<file path="src/design/ecet_pkg.sv">
// Shared types, sizes and codes of the edge cost estimate table.
`timescale 1ns / 1ps

package ecet_pkg;

  // Table geometry
  localparam int LOCATIONS = 8;
  localparam int DOORS     = 32;
  localparam int LOC_W     = (LOCATIONS > 1) ? $clog2(LOCATIONS) : 1;
  localparam int DOOR_W    = $clog2(DOORS);
  localparam int ADDR_W    = LOC_W + 2 * DOOR_W;

  // Field widths
  localparam int ALPHA_W = 17;
  localparam int DCNT_W  = 6;
  localparam int EST_W   = 32;
  localparam int SAMP_W  = 16;
  localparam int LIM_W   = 9;

  // Divider sizes for the incremental mean
  localparam int NUM_W = 49;
  localparam int DEN_W = 17;

  // Request queue between front and back
  localparam int QDEPTH = 4;
  localparam int QPTR_W = $clog2(QDEPTH);

  localparam logic [ALPHA_W-1:0] ONE_Q16 = ALPHA_W'(65536);

  // Configuration register indexes
  localparam logic [1:0] CFG_ALPHA      = 2'd0;
  localparam logic [1:0] CFG_USE_EXP    = 2'd1;
  localparam logic [1:0] CFG_DOOR_COUNT = 2'd2;

  typedef enum logic [1:0] {
    OP_ADD   = 2'd0,
    OP_QUERY = 2'd1,
    OP_LOAD  = 2'd2,
    OP_NOP   = 2'd3
  } op_t;

  // Classified request: a rejected one carries OP_NOP with status set
  typedef struct packed {
    op_t                op;
    logic               status;
    logic [ADDR_W-1:0]  fwd_addr;
    logic [ADDR_W-1:0]  back_addr;
    logic [EST_W-1:0]   cost;
    logic [SAMP_W-1:0]  load_samples;
  } item_t;

  typedef struct packed {
    logic [ALPHA_W-1:0] alpha_eff;
    logic               use_exp;
  } cfg_t;

endpackage

</file>
<file path="src/design/ecet_front.sv">
// Front end: configuration registers, request range check and classification.
`timescale 1ns / 1ps

module ecet_front (
  input  logic                        clk,
  input  logic                        rst,
  input  logic                        cfg_valid,
  output logic                        cfg_ready,
  input  logic [1:0]                  cfg_index,
  input  logic [ecet_pkg::ALPHA_W-1:0] cfg_data,
  input  logic                        req_valid,
  output logic                        req_stall,
  input  logic [1:0]                  op,
  input  logic [2:0]                  location,
  input  logic [7:0]                  door_src,
  input  logic [7:0]                  door_to,
  input  logic [31:0]                 cost,
  input  logic [15:0]                 load_samples,
  input  logic                        q_full,
  input  logic                        clearing,
  output logic                        push,
  output ecet_pkg::item_t             push_item,
  output ecet_pkg::cfg_t              cfg
);

  logic [ecet_pkg::ALPHA_W-1:0] alpha;
  logic                         use_exponential;
  logic [ecet_pkg::DCNT_W-1:0]  door_count;

  logic [ecet_pkg::LIM_W-1:0] limit;
  logic                       bad;
  logic [ecet_pkg::LOC_W-1:0]  loc_idx;
  logic [ecet_pkg::DOOR_W-1:0] from_idx;
  logic [ecet_pkg::DOOR_W-1:0] to_idx;

  assign cfg_ready = 1'b1;

  // Hold configuration registers
  always_ff @(posedge clk) begin
    if (rst) begin
      alpha           <= ecet_pkg::ALPHA_W'(32768);
      use_exponential <= 1'b1;
      door_count      <= ecet_pkg::DCNT_W'(32);
    end else if (cfg_valid && cfg_ready) begin
      case (cfg_index)
        ecet_pkg::CFG_ALPHA:      alpha           <= cfg_data;
        ecet_pkg::CFG_USE_EXP:    use_exponential <= cfg_data[0];
        ecet_pkg::CFG_DOOR_COUNT: door_count      <= cfg_data[ecet_pkg::DCNT_W-1:0];
        default: ;
      endcase
    end
  end

  // Clamp alpha to one
  assign cfg.alpha_eff = (alpha > ecet_pkg::ONE_Q16) ? ecet_pkg::ONE_Q16 : alpha;
  assign cfg.use_exp   = use_exponential;

  // Check door and location indexes
  always_comb begin
    if (ecet_pkg::LIM_W'(door_count) < ecet_pkg::LIM_W'(ecet_pkg::DOORS)) begin
      limit = ecet_pkg::LIM_W'(door_count);
    end else begin
      limit = ecet_pkg::LIM_W'(ecet_pkg::DOORS);
    end
    bad = (ecet_pkg::LIM_W'(door_src) >= limit) ||
          (ecet_pkg::LIM_W'(door_to) >= limit) ||
          (ecet_pkg::LIM_W'(location) >= ecet_pkg::LIM_W'(ecet_pkg::LOCATIONS));
  end

  assign loc_idx  = ecet_pkg::LOC_W'(location);
  assign from_idx = ecet_pkg::DOOR_W'(door_src);
  assign to_idx   = ecet_pkg::DOOR_W'(door_to);

  // Classify the request
  always_comb begin
    push_item.fwd_addr     = {loc_idx, from_idx, to_idx};
    push_item.back_addr    = {loc_idx, to_idx, from_idx};
    push_item.cost         = cost;
    push_item.load_samples = load_samples;
    if (ecet_pkg::op_t'(op) == ecet_pkg::OP_NOP) begin
      push_item.op     = ecet_pkg::OP_NOP;
      push_item.status = 1'b0;
    end else if (bad) begin
      push_item.op     = ecet_pkg::OP_NOP;
      push_item.status = 1'b1;
    end else begin
      push_item.op     = ecet_pkg::op_t'(op);
      push_item.status = 1'b0;
    end
  end

  assign req_stall = q_full || clearing;
  assign push      = req_valid && !req_stall;

endmodule

</file>
<file path="config.mk">
export PLATFORM = sky130hd
export DESIGN_NAME = ecet_front
export DESIGN_NICKNAME = d
export VERILOG_FILES = /design/src/design/ecet_pkg.sv /design/src/design/ecet_front.sv
export SDC_FILE = /design/constraint.sdc
export NUM_CORES = 1
export LEC_CHECK = 0
export BUFFER_PORTS_ARGS = -buffer_cell sky130_fd_sc_hd__buf_4
export CORE_MARGIN = 3
export CORE_UTILIZATION = 39
export DETAILED_ROUTE_END_ITERATION = 16
export PLACE_DENSITY = 0.9
export SKIP_LAST_GASP = 1
export SLEW_MARGIN = 40
export SYNTH_ARGS = -nofsm -noshare
export SYNTH_HDL_FRONTEND = slang
export SYNTH_SLANG_ARGS = --single-unit
export TNS_END_PERCENT = 100
</file>
<file path="constraint.sdc">
create_clock -name clk -period 2.3 [get_ports clk]
set_clock_uncertainty 0.05 [all_clocks]
set_input_delay 0.23 -clock clk [delete_from_list [all_inputs] [get_ports clk]]
set_output_delay 0.23 -clock clk [all_outputs]
set_load 0.01 [all_outputs]
</file>
==> flow_summary.ini <==
[worst_setup_path]
r2r_cells = 3
max_stage_delay_ns = 0.33
crit_type = reg -> out
cp_max_fo = 7
startpoint_type = flip-flop
worstPathArrival_ns = 1.90
slowest_stage = dfxtp_1
cp_data_required_time_ns = 2.02
cp_cell_sequence = inv_2, nand2_1, ha_1, a21o_1, a221oi_2, a22oi_1, buf_4
worst_setup_path_end_kind = output pin

[outcome]
status = complete, no violations

[cells_and_area]
layout.cells.non_filler = 313
final_common_cell = buf_4
final_cell_area_mm2 = 0.00212
multiInputGateArea_um2 = 826
fin_nets = 355
nFillCells = 459
antennaDiodeCount = 0
layout_common_cells = buf_4, nand2_1, dfxtp_1, a21oi_1, and2b_1
seqCellArea_um2 = 480
syn2layout_area_growth_pct = 10.4
drive_gt1_share_pct = 38.3

[detailed_routing]
viasPerCell = 4.78
remaining_drc_errors = 0
drt_iter0_drc = 49
route.vias.total = 1497
ant_nets = 0
routed_wl_um = 4240
first_pass_iters = 4
wire_per_inst_um = 13.6

[power_and_ir_drop]
leakage_nw = 1.05
finalPower_mw = 1.03
p_per_area_mw_per_mm2 = 485
ir_drop_uv = 303

[floorplan]
rows = 24
initial_core_util_pct = 42.1
die_h_um = 76.2
io_pins = 192
die_area_mm2 = 0.00581
design.core.area_mm2 = 0.00456
dieWidth_um = 76.2

[clock_tree]
hold_buffers = 0
cts.sinks = 24
post_cts_buffers = 0
clkSlewWorstSetupHoldPaths_ns = 0.09
cts_buffers = 3
cts_tree = built
htree_levels = 1
clkLatencyLatePin_ns = 0.26
cts_buffer_depth = 2
root_buffer = clkbuf_8

[place]
placedCellCount = 309
place_congestion = 0.780
hpwlAfterDp_um = 3490
place_area_mm2 = 0.00204
io_buffers = 85

[hold_path]
hold_path_class = in -> reg
worstHoldPathCells = 3

[timing]
fmax_ghz = 0.459
hold_viol_final = 0
worstMarginPinSlew_ns = 0.677
setup_viol = 0
rsz0062_at_grt = true
min_period_over_period_pct = 94.7
slew_violations = 0
maxSlewHeadroom_pct = 54.8
period_needed_ns = 2.18
fin_setup_tns_ns = 0

[grt]
grt_remaining_overflow = 0
grt_first_pass_wirelength_um = 6900
grt_pass1_vias = 1550
grt_max_degree = 25
grtUsageTotal_pct = 14.2
antenna_found_initial = 0

[yosys]
synth.cell_area_mm2 = 0.00192
ys_top_cells_by_area = buf_4, dfxtp_1, ha_1
ys.flop_type = dfxtp_1
synth_top_cell_area_share_pct = 30.1
ys_warn_count = 0
synth_cell_types = 27
synth_nets = 346
ys_ff_latch = 24
synth_edf_count = 0
yosysSeqAreaShare_pct = 25.0
netlist_instances = 240
syn_avg_cell_area_um2 = 8.01
yosys.area.top_type = buf_4
synthArstFlopShare_pct = 0

[flow_run]
cap_violations = 0
## synthesized netlist by cell type (3+ instances only)
| cell | instances |
|---|---|
| nand3b_1 | 5 |
| and2b_1 | 13 |
| clkbuf_1 | 3 |
| ha_1 | 12 |
| nor4_1 | 5 |
| nor2b_1 | 4 |
| nor2_1 | 7 |
| nand2_1 | 40 |
| a21oi_1 | 16 |
| mux2i_1 | 6 |
| a21o_1 | 4 |
| inv_1 | 5 |
| buf_4 | 77 |
| nand2b_1 | 4 |
| dfxtp_1 | 24 |
## timing repair
action                                  CTS  global route
endpoints found under the setup margin    3            12
endpoints found under the hold margin     0             0
gates resized for setup                   1             2
pin swaps                                 0             0
## power breakdown
group	internal, mW	switching (mW)
sequential	0.430	0.00923
clock	0.233	0.135
combinational	0.124	0.0992
total	0.786	0.244
## critical path: cells and delay by family, from the launching register on
kind	cells	cell delay, ns
flops	1	0.33
fa+ha+maj	1	0.30
buf+inv	2	0.27
simple gates	1	0.09
compound gates	3	0.65
## layer usage
layer | GRT usage, % | vias up | wire length (um)
li1 | - | 725 | -
met1 | 14.4 | 692 | 1630
met2 | 26.0 | 64 | 2170
met3 | 5.08 | 16 | 331
met4 | 5.98 | 0 | 104
met5 | 0 | - | 0
## path summary, 6_finish.rpt
check | start | end | slack [ns]
setup / recovery | door_count[5] | push_item[74] | 0.12
hold reg to reg | alpha[0] | alpha[0] | 0.42
setup reg to reg | alpha[16] | alpha[16] | 1.48
hold / removal | cfg_data[15] | alpha[15] | 0.12
## state kept, by name, indices dropped and copies added, names as in the netlist
register	cells
use_exponential	1
door_count	6
alpha	17
## logic make-up (layout without fill, tap and decap cells)
kind of cell | Yosys count | count (layout) | share of synthesized area (%)
AOI/OAI and AO/OA | 27 | 27 | 8.39
muxes | 6 | 6 | 3.12
buffers and inverters | 87 | 95 | 32.8
adders and majority gates | 12 | 12 | 7.81
and+or+nand+nor | 83 | 83 | 22.7
DFF | 24 | 24 | 25.0
other | 1 | 1 | 0.195
## area by class of cell
class                           instances  area share, %
Clock buffer                            3           1.94
Clock inverter                          1           1.41
Inverter                                5          0.884
Multi-Input combinational cell        129           38.9
Sequential cell                        24           22.6
Tap cell                               65           3.83
Timing Repair Buffer                   86           30.4
## metrics by stage
step / worst slack (ns) / hold slack, ns / util, %
after detailed placement: 0.252 / 0.393 / 44.7
final: 0.122 / 0.118 / 46.5
after global routing: 0.0290 / 0.138 / 46.5
after CTS: 0.0401 / 0.117 / 46.4
after global placement: 0.331 / 0.391 / 44.7
after floorplan: 0.508 / 0.249 / -
No activity file was read; power rests on OpenSTA's default activity.
