===== config.mk =====
export PLATFORM = sky130hd
export DESIGN_NAME = ecet_queue
export DESIGN_NICKNAME = d
export VERILOG_FILES = /design/src/design/ecet_pkg.sv /design/src/design/ecet_queue.sv
export SDC_FILE = /design/constraint.sdc
export NUM_CORES = 1
export LEC_CHECK = 0
export BUFFER_PORTS_ARGS = -buffer_cell sky130_fd_sc_hd__buf_4
export CAP_MARGIN = 20
export CORE_MARGIN = 3
export CORE_UTILIZATION = 54
export CTS_CLUSTER_SIZE = 10
export DETAILED_ROUTE_END_ITERATION = 16
export GPL_TIMING_DRIVEN = 0
export PLACE_DENSITY = 0.79
export SKIP_CTS_REPAIR_TIMING = 1
export SLEW_MARGIN = 30
export SYNTH_ARGS = -nofsm -noshare
export SYNTH_HDL_FRONTEND = slang
export SYNTH_SLANG_ARGS = --single-unit

===== constraint.sdc =====
create_clock -name clk -period 3.4 [get_ports clk]
set_input_delay 0.68 -clock clk [delete_from_list [all_inputs] [get_ports clk]]
set_output_delay 0.68 -clock clk [all_outputs]
set_load 0.005 [all_outputs]

===== src/design/ecet_pkg.sv =====
// Shared types, sizes and codes of the edge cost estimate table.
`timescale 1ns / 1ps

package ecet_pkg;

  // Table geometry
  localparam int LOCATIONS = 8;
  localparam int DOORS     = 32;
  localparam int LOC_W     = (LOCATIONS > 1) ? $clog2(LOCATIONS) : 1;
  localparam int DOOR_W    = $clog2(DOORS);
  localparam int ADDR_W    = LOC_W + 2 * DOOR_W;

  // Field widths
  localparam int ALPHA_W = 17;
  localparam int DCNT_W  = 6;
  localparam int EST_W   = 32;
  localparam int SAMP_W  = 16;
  localparam int LIM_W   = 9;

  // Divider sizes for the incremental mean
  localparam int NUM_W = 49;
  localparam int DEN_W = 17;

  // Request queue between front and back
  localparam int QDEPTH = 4;
  localparam int QPTR_W = $clog2(QDEPTH);

  localparam logic [ALPHA_W-1:0] ONE_Q16 = ALPHA_W'(65536);

  // Configuration register indexes
  localparam logic [1:0] CFG_ALPHA      = 2'd0;
  localparam logic [1:0] CFG_USE_EXP    = 2'd1;
  localparam logic [1:0] CFG_DOOR_COUNT = 2'd2;

  typedef enum logic [1:0] {
    OP_ADD   = 2'd0,
    OP_QUERY = 2'd1,
    OP_LOAD  = 2'd2,
    OP_NOP   = 2'd3
  } op_t;

  // Classified request: a rejected one carries OP_NOP with status set
  typedef struct packed {
    op_t                op;
    logic               status;
    logic [ADDR_W-1:0]  fwd_addr;
    logic [ADDR_W-1:0]  back_addr;
    logic [EST_W-1:0]   cost;
    logic [SAMP_W-1:0]  load_samples;
  } item_t;

  typedef struct packed {
    logic [ALPHA_W-1:0] alpha_eff;
    logic               use_exp;
  } cfg_t;

endpackage


===== src/design/ecet_queue.sv =====
// Short queue of classified requests between front and back.
`timescale 1ns / 1ps

module ecet_queue (
  input  logic            clk,
  input  logic            rst,
  input  logic            push,
  input  ecet_pkg::item_t push_item,
  input  logic            pop,
  output logic            full,
  output logic            empty,
  output ecet_pkg::item_t head
);

  ecet_pkg::item_t slots [ecet_pkg::QDEPTH];
  logic [ecet_pkg::QPTR_W-1:0] wr_ptr;
  logic [ecet_pkg::QPTR_W-1:0] rd_ptr;
  logic [ecet_pkg::QPTR_W:0]   fill;

  assign full  = (fill == (ecet_pkg::QPTR_W + 1)'(ecet_pkg::QDEPTH));
  assign empty = (fill == '0);
  assign head  = slots[rd_ptr];

  // Store pushed requests
  always_ff @(posedge clk) begin
    if (push) begin
      slots[wr_ptr] <= push_item;
    end
  end

  // Advance pointers and fill count
  always_ff @(posedge clk) begin
    if (rst) begin
      wr_ptr <= '0;
      rd_ptr <= '0;
      fill   <= '0;
    end else begin
      if (push) begin
        wr_ptr <= wr_ptr + 1'b1;
      end
      if (pop) begin
        rd_ptr <= rd_ptr + 1'b1;
      end
      case ({push, pop})
        2'b10:   fill <= fill + 1'b1;
        2'b01:   fill <= fill - 1'b1;
        default: ;
      endcase
    end
  end

endmodule


==> impl_metrics.toml, run 1 <==
[synthesis]
synth_nets = 537
synth_top_area_cell = "edfxtp_1"
synth.area.top_cells = "edfxtp_1 80%, mux4_2 15%, dfxtp_1 1.6%"
synth_top_area_share = 0.7988
syn_inst = 450
yosys_warnings = 0
ys_ff_latch = 317
yosysUniqueCellTypes = 22
synth_area_per_cell_um2 = 25.73
syn_area_mm2 = 0.01158
ys_seq_area_frac = 0.8144

[placement]
dp_hpwl_mm = 13.57
portBuffers = 158
dpl.cell_count = 885
place_congestion = 0.7269
placed_cell_area_mm2 = 0.01326

[worst_setup_path]
startpoint_type = "flop"
cp.required_ns = 2.72
critPathMaxFanout = 10
reg2reg_to = "slots[2][39]$_DFFE_PP_"
rr_startpoint = "wr_ptr[0]$_SDFFE_PP0P_"
arrival_ns = 2.14
worst-r2r-setup-slack_ns = 1.59
critical_path_class = "flop to output pin"
reg2regPathDepth = 4
end_kind = "output pin"

[cells_and_area]
drive_gt1_frac = 0.4484
final_nets = 741
area_growth_pct = 23.48
diodes = 0
mostFrequentLayoutCell = "edfxtp_1"
fillers = 1234
postLayoutCoreUtil = 0.6932
postLayoutCellArea_mm2 = 0.01430
layout_common_cells = "308 x edfxtp_1, 162 x buf_4, 77 x mux4_2"
multi_input_area_mm2 = 0.001972
seqCellArea_mm2 = 0.009429
final_cells = 939

[run_status]
status = "finished, final reports clean"

[timing]
slew_violations = 0
period_needed_ns = 2.821
max_slew_margin = 0.5694
setup_viol = 0
clock_skew_ns = 0.01427
fin_crit_sh = 0.8298
fmax_mhz = 354.4
hold_ws_ns = 0.3794
rsz0062_at_grt = "no"
finalHoldViolCount = 0
worstMarginPinSlew_ns = 0.6458

[power]
power_w = 0.008868
power_density_mw_per_mm2 = 620.2
peakVddDrop_v = 0.0004408
leakage_nw = 4.871

[die]
pin_count = 160
core_area_mm2 = 0.02062
die_x_um = 152.4
die_h_um = 152.4
initial_core_util = 0.5614
dieArea_mm2 = 0.02323
rows = 52

[clocking]
numCtsBuffers = 37
clk_path_buf_depth = 3
clkSinkCount = 317
tritoncts = "yes"
root_buffer = "clkbuf_16"
h-tree-depth = 2
clk_pin_slew_ns = 0.05
insertion_delay_ns = 0.50

[min_path]
hold_depth = 1
hold_start = "push_item[56]"
whs_endpoint = "slots[0][56]$_DFFE_PP_"
hold_path_class = "primary input to flop"

[drt]
drtAntennaViolNets = 0
wl_per_cell_um = 22.87
wl_met2_mm = 11.32
drt_iter0_drc = 418
m1WireLength_mm = 8.221
wl_mm = 21.48
first_pass_iters = 4
vias = 5297
viasPerCell = 5.641
drc_errors = 0
routed-wl-met3_mm = 1.630
top_layer = "met4"

[global_routing]
antenna_found_initial = 0
grt_usage = 0.1879
grt_pass1_wl_mm = 33.93
grt_max_degree = 40
grt-ovfl-total = 0
grt_pass1_vias = 5977

[flow_run]
cap_violations = 0
## stage by stage
step | setup WS (ns) | setup TNS, ns
after floorplan | 0.4803 | 0
after global placement | -0.9491 | -288.51
after detailed placement | 1.074 | 0
after CTS | 0.5323 | 0
after global routing | 0.4854 | 0
final | 0.5786 | 0
## power breakdown
part | internal (W) | switching [W] | leakage (nW)
sequential | 0.00449 | 0.0000467 | 2.90
combinational | 0.000503 | 0.000403 | 1.47
clock | 0.00207 | 0.00135 | 0.502
total | 0.00706 | 0.00180 | 4.87
## layout make-up
class,instances,share of cell area
Inverter,6,0.001575
Clock buffer,53,0.07193
Multi-Input combinational cell,108,0.1379
Buffer,19,0.01155
Clock inverter,1,0.0006126
Timing Repair Buffer,165,0.09329
Tap cell,270,0.02363
Sequential cell,317,0.6595
## logic make-up after synthesis
| family | share of synthesized area |
|---|---|
| buffers and inverters | 0.01621 |
| adder cells (fa/ha/maj) | 0.007132 |
| multiplexers | 0.1506 |
| flip-flops | 0.8144 |
| AO/OA/AOI/OAI | 0.001296 |
| XOR/XNOR | 0.003783 |
| AND/OR/NAND/NOR | 0.006591 |
## how the worst max path moves through the flow
stage / endpoint / slack [ns] / cells past startpoint
floorplan: slots[0][0]$_DFFE_PP_ / 0.48 / 1
global placement: slots[1][47]$_DFFE_PP_ / -0.95 / 2
detailed placement: head[34] / 1.07 / 5
CTS: head[34] / 0.53 / 5
global route: head[30] / 0.49 / 5
finish: head[30] / 0.58 / 5
## synth_stat cells
cell type,instances
edfxtp_1,308
mux4_2,77
dfxtp_1,9
nor2_1,8
inv_1,6
buf_2,5
clkbuf_1,5
ha_1,5
and2_1,4
buf_12,4
buf_4,4
xor2_1,3
a21oi_1,2
xnor2_1,2
and3_1,1
buf_6,1
fa_1,1
mux2i_1,1
nand2_1,1
nor3_1,1
o21ai_0,1
or3_1,1
## state kept, by name, indices dropped and copies added, names as in the netlist, named ones only
register  flops
fill          3
rd_ptr        2
slots       308
wr_ptr        2
## per-layer routing
layer  global-route usage  vias up
met5                    0        -
met2               0.3169      195
met1               0.2450     2759
li1                     -     2317
met4              0.05431        0
met3              0.05112       26
## worst max-delay path, stage by stage (launching register included)
cell,delay [ns]
dfxtp_1,0.30
buf_2,0.18
buf_2,0.30
buf_2,0.33
mux4_2,0.38
buf_4,0.16
(Power assumes the default switching activity.)
==> run 2: changes to the inputs <==
--- a/config.mk
+++ b/config.mk
@@ -5,6 +5,7 @@
 export SDC_FILE = /design/constraint.sdc
 export NUM_CORES = 1
 export LEC_CHECK = 0
+export ABC_AREA = 1
 export BUFFER_PORTS_ARGS = -buffer_cell sky130_fd_sc_hd__buf_4
 export CAP_MARGIN = 20
 export CORE_MARGIN = 3
==> constraint.sdc (replaced) <==
create_clock -name clk -period 2.69 [get_ports clk]
set_input_delay 0.538 -clock clk [delete_from_list [all_inputs] [get_ports clk]]
set_output_delay 0.538 -clock clk [all_outputs]
set_load 0.005 [all_outputs]
==> run 2 against run 1 <==
  * Total power is 26% higher
  * Register-to-register slack got worse by 0.65 ns
  * Wire length up 21%
  * Cell area grew 1.7%
  * Critical endpoint is now head[24]
==> impl_metrics.toml, run 2 <==
[run_status]
status = "finished, final reports clean"

[timing]
worstMarginPinSlew_ns = 0.4747
slew_violations = 0
clock_skew_ns = 0.02172
finalHoldViolCount = 0
setup_slack_ns = 0.09732
rsz0062_at_grt = "no"
period_needed_ns = 2.593
fin_crit_sh = 0.9638
setup_viol = 0
fmax_mhz = 385.7
max_slew_margin = 0.6835
fin_tns_setup_ns = 0

[synthesis]
syn_area_mm2 = 0.01186
synthMuxAreaShare = 0
ys.flop_type = "edfxtp_1"
syn_inst = 802
yosysMostFrequentCell = "edfxtp_1"
synthAdderAreaFrac = 0.006965
synth-edff-count = 308
yosys_warnings = 0
ys_top_cells_by_count = "308 x edfxtp_1, 157 x nor2_1, 155 x o21ai_0"
synth-xor-area-share = 0
synth_top_area_cell = "edfxtp_1"
async_reset_ff_frac = 0
yosysUniqueCellTypes = 23
synth_compound_area_frac = 0.1103
ys_seq_area_frac = 0.7953
synth_nets = 889
yosys.area_share.simple = 0.05435
ys_ff_latch = 317
synth.area.top_cells = "edfxtp_1 78%, o21ai_0 6.5%, nor2_1 5.0%"
synth_top_area_share = 0.7801
synth_top_family_by_area = "compound AO/OA/AOI/OAI gates"
synth_area_per_cell_um2 = 14.78

[clocking]
tritoncts = "yes"
clkSinkCount = 317
insertion_delay_ns = 0.51
h-tree-depth = 2
numCtsBuffers = 37
root_buffer = "clkbuf_16"
clk_path_buf_depth = 3
clk_pin_slew_ns = 0.05

[worst_setup_path]
critical_path_class = "flop to output pin"
critPathMaxFanout = 10
end_kind = "output pin"
rr_startpoint = "wr_ptr[0]$_SDFFE_PP0P_"
worst-r2r-setup-slack_ns = 0.94
cpPeakStageDelay_ns = 0.52
cp.required_ns = 2.15
slowest_stage = "dfxtp_1"
arrival_ns = 2.05
cp_cell_sequence = "clkbuf_1 -> o21ai_0 -> o22ai_1 -> buf_4"
critical-path-top-delay-family = "buffers and inverters"
reg2reg_to = "slots[0][42]$_DFFE_PP_"
startpoint_type = "flop"
critPathBufInv = 2
reg2regPathDepth = 5

[global_routing]
grt_pass1_vias = 7196
grt_usage = 0.2108
grt-ovfl-total = 0
grt_pass1_wl_mm = 38.99
grt_max_degree = 51
antenna_found_initial = 0

[placement]
dp_worst_setup_slack_ns = 0.5944
dpl.cell_count = 1240
placed_cell_area_mm2 = 0.01352
place_congestion = 0.7237
dp_hpwl_mm = 15.40
portBuffers = 159

[die]
die_h_um = 154.2
pin_count = 160
dieArea_mm2 = 0.02377
die_x_um = 154.2
core_area_mm2 = 0.02129
initial_core_util = 0.5570
rows = 53

[drt]
drc_errors = 0
viasPerCell = 5.689
wl_mm = 25.98
first_pass_iters = 4
vias = 7328
drt_iter0_drc = 517
wl_per_cell_um = 20.17
drtAntennaViolNets = 0

[cells_and_area]
final_nets = 1091
reg_top3 = "slots: 308 flops, fill: 3 flops"
mostFrequentLayoutCell = "edfxtp_1"
postLayoutCellArea_mm2 = 0.01455
area_growth_pct = 22.70
layout_common_cells = "308 x edfxtp_1, 163 x buf_4, 157 x nor2_1"
top_register = "slots"
largest_reg_flops = 308
drive_gt1_frac = 0.2488
diodes = 0
final_cells = 1288

[flow_run]
cap_violations = 0

[power]
peakVddDrop_v = 0.0005080
power_w = 0.01113
leakage_nw = 5.189
power_density_mw_per_mm2 = 765.3

[min_path]
hold_depth = 1
hold_start = "push_item[61]"
hold_path_class = "primary input to flop"
whs_endpoint = "slots[3][61]$_DFFE_PP_"
[run 2: changes by cell type in the layout (fill, tap and decap cells not counted), sizes merged, moves of 3 or more]
cell / before / now
clkbuf: 58 / 69
nor2: 8 / 157
o22ai: 0 / 77
inv: 7 / 19
o21ai: 1 / 160
and2: 4 / 0
xor2: 3 / 0
mux4: 77 / 0
nand2: 1 / 9
buf: 179 / 190
a21oi: 2 / 5
[run 2: through the flow]
| step | util | hold slack, ns |
|---|---|---|
| 2_1_floorplan | - | 0.4116 |
| 3_3_place_gp | 0.6292 | 0.4395 |
| 3_5_place_dp | 0.6350 | 0.4585 |
| 4_1_cts | 0.6831 | 0.2102 |
| 5_1_grt | 0.6834 | 0.2162 |
| 6_report | 0.6834 | 0.2272 |
[run 2: power breakdown]
part / internal (W) / switching (W)
combinational: 0.000469 / 0.000628
sequential: 0.00565 / 0.0000506
clock: 0.00261 / 0.00173
[run 2: how the worst max path moves through the flow]
stage	to	slack (ns)	depth (start not counted)
CTS	head[1]	0.04	4
detailed placement	head[1]	0.59	4
global route	head[39]	0.02	6
finish	head[24]	0.1	4
floorplan	slots[2][0]$_DFFE_PP_	0.18	4
global placement	slots[3][36]$_DFFE_PP_	-1.04	3
[run 2: metal layers]
layer  track usage  wire [um]
met4       0.06434        551
met5             0          0
met3       0.05120       2071
met1        0.2882      10490
met2        0.3409      12860
[run 2: area by class of cell]
class | count | area, um2
clock inverter | 1 | 8.758
inverter | 18 | 92.59
buffer | 49 | 326.6
tap | 275 | 344.1
timing repair buffer | 163 | 1296
clock buffer | 47 | 1016
multi-input combinational | 418 | 2034
fill | 1420 | 6739
sequential | 317 | 9429
[run 2: cell families (layout without fill, tap and decap cells)]
logic type      after synthesis  in the layout
compound gates              242            242
fa+ha+maj                     6              6
buf+inv                      67            278
flops                       317            317
simple gates                170            170
==> run 3: changes to the inputs <==
--- a/config.mk
+++ b/config.mk
@@ -8,6 +8,7 @@
 export ABC_AREA = 1
 export BUFFER_PORTS_ARGS = -buffer_cell sky130_fd_sc_hd__buf_4
 export CAP_MARGIN = 20
+export CORE_ASPECT_RATIO = 2
 export CORE_MARGIN = 3
 export CORE_UTILIZATION = 54
 export CTS_CLUSTER_SIZE = 10
==> run 3 against run 2 <==
  * Utilization fell by 1.1 points
  * Final cell count stayed put
  * Total power down 1.0%
  * Global-route usage grew 1.4 points
  * Critical path type unchanged
==> impl_metrics.toml, run 3 (same netlist as run 2, synthesis figures left out) <==
[worst_setup_path]
startpoint_type = "flop"
cp.required_ns = 2.15
critical-path-top-delay-family = "buffers and inverters"
critPathBufInv = 4
arrival_ns = 2.07
slowest_stage = "clkbuf_1"
cp_cell_sequence = "buf_6 -> inv_6 -> clkbuf_1 -> o21ai_0 -> o22ai_1 -> buf_4"
cpPeakStageDelay_ns = 0.40
critPathMaxFanout = 19
end_kind = "output pin"
critical_path_class = "flop to output pin"

[drt]
wl_mm = 27.14
viasPerCell = 5.734
wl_per_cell_um = 21.07
vias = 7385
drt_iter0_drc = 410
drtAntennaViolNets = 0
drc_errors = 0
first_pass_iters = 5

[die]
dieArea_mm2 = 0.02388
initial_core_util = 0.5493
core_area_mm2 = 0.02159
die_h_um = 215.6
pin_count = 160
die_x_um = 110.8
rows = 76

[timing]
slew_violations = 0
rsz0062_at_grt = "no"
finalHoldViolCount = 0
worstMarginPinSlew_ns = 0.4932
hold_ws_ns = 0.2335
fin_tns_setup_ns = 0
period_needed_ns = 2.608
clock_skew_ns = 0.009639
max_slew_margin = 0.6712
setup_viol = 0
setup_slack_ns = 0.08239
fin_crit_sh = 0.9694
fmax_mhz = 383.5

[cells_and_area]
fillers = 1474
reg_top3 = "slots: 308 flops, fill: 3 flops"
final_nets = 1090
mostFrequentLayoutCell = "edfxtp_1"
area_growth_pct = 22.38
layout_common_cells = "308 x edfxtp_1, 163 x buf_4, 157 x nor2_1"
drive_gt1_frac = 0.2433
diodes = 0
largest_reg_flops = 308
top_register = "slots"
postLayoutCoreUtil = 0.6722

[power]
swShare = 0.2169
power.switching_w = 0.002391
p_clk_frac = 0.383
leakage_nw = 5.163
pwr-share-seq = 0.517
peakVddDrop_v = 0.0005489
p_comb_frac = 0.100
power_density_mw_per_mm2 = 759.6
p_int_w = 0.008631

[clocking]
root_buffer = "clkbuf_16"
tritoncts = "yes"
numCtsBuffers = 37
insertion_delay_ns = 0.50
clkSinkCount = 317
h-tree-depth = 2
clk_pin_slew_ns = 0.05
clk_path_buf_depth = 3

[global_routing]
grt_usage = 0.2244
global_route.usage.met1 = 0.2483
grt-ovfl-total = 0
met2_usage = 0.4230
grt_pass1_vias = 7702
grt-busiest-layer = "met2"
antenna_found_initial = 0
grt_max_degree = 52
grt_pass1_wl_mm = 41.55
met3_usage = 0.03002

[flow_run]
cap_violations = 0

[placement]
portBuffers = 159
place_congestion = 0.7743
dp_hpwl_mm = 17.09
dp_worst_setup_slack_ns = 0.5769

[min_path]
hold_path_class = "primary input to flop"

[run_status]
status = "finished, final reports clean"
run 3: routing by layer:
metal,part of all wire,vias to the layer above
li1,-,3406
met1,0.36,3657
met2,0.56,255
met3,0.049,67
met4,0.036,0
met5,0,-
run 3: worst paths after layout:
| path | startpoint | end | slack [ns] | depth (start not counted) |
|---|---|---|---|---|
| max | flop | head[39] | 0.08 | 6 |
| min | push_item[12] | slots[3][12]$_DFFE_PP_ | 0.23 | 1 |
| max reg2reg | wr_ptr[0]$_SDFFE_PP0P_ | slots[0][48]$_DFFE_PP_ | 0.99 | 5 |
| min reg2reg | rd_ptr[1]$_SDFFE_PP0P_ | rd_ptr[1]$_SDFFE_PP0P_ | 0.46 | 1 |
run 3: area by class of cell:
| cell class | instances | area, um2 | area share |
|---|---|---|---|
| multi-input cells | 418 | 2034 | 0.1402 |
| clock buffers | 51 | 988.4 | 0.06812 |
| well taps | 273 | 341.6 | 0.02354 |
| flip-flops and latches | 317 | 9429 | 0.6498 |
| repair buffers | 163 | 1304 | 0.08985 |
| plain buffers | 48 | 320.3 | 0.02207 |
| inverters | 18 | 92.59 | 0.006381 |
run 3: stage by stage:
stage	power, W	std cells	instance area [um2]
CTS	0.01110	1289	14510
detailed placement	0.006915	1238	13520
floorplan	0.006279	802	11860
global route	0.01140	1288	14510
finish	0.01102	1288	14510
global placement	0.006877	1234	13390
run 3: power groups by stage:
stage	registers (W)	clock network (W)	logic, W
2_1_floorplan	0.00579	0	0.000486
6_report	0.00570	0.00422	0.00111
3_5_place_dp	0.00579	0	0.00112
4_1_cts	0.00570	0.00428	0.00113
3_3_place_gp	0.00581	0	0.00107
5_1_grt	0.00571	0.00448	0.00121
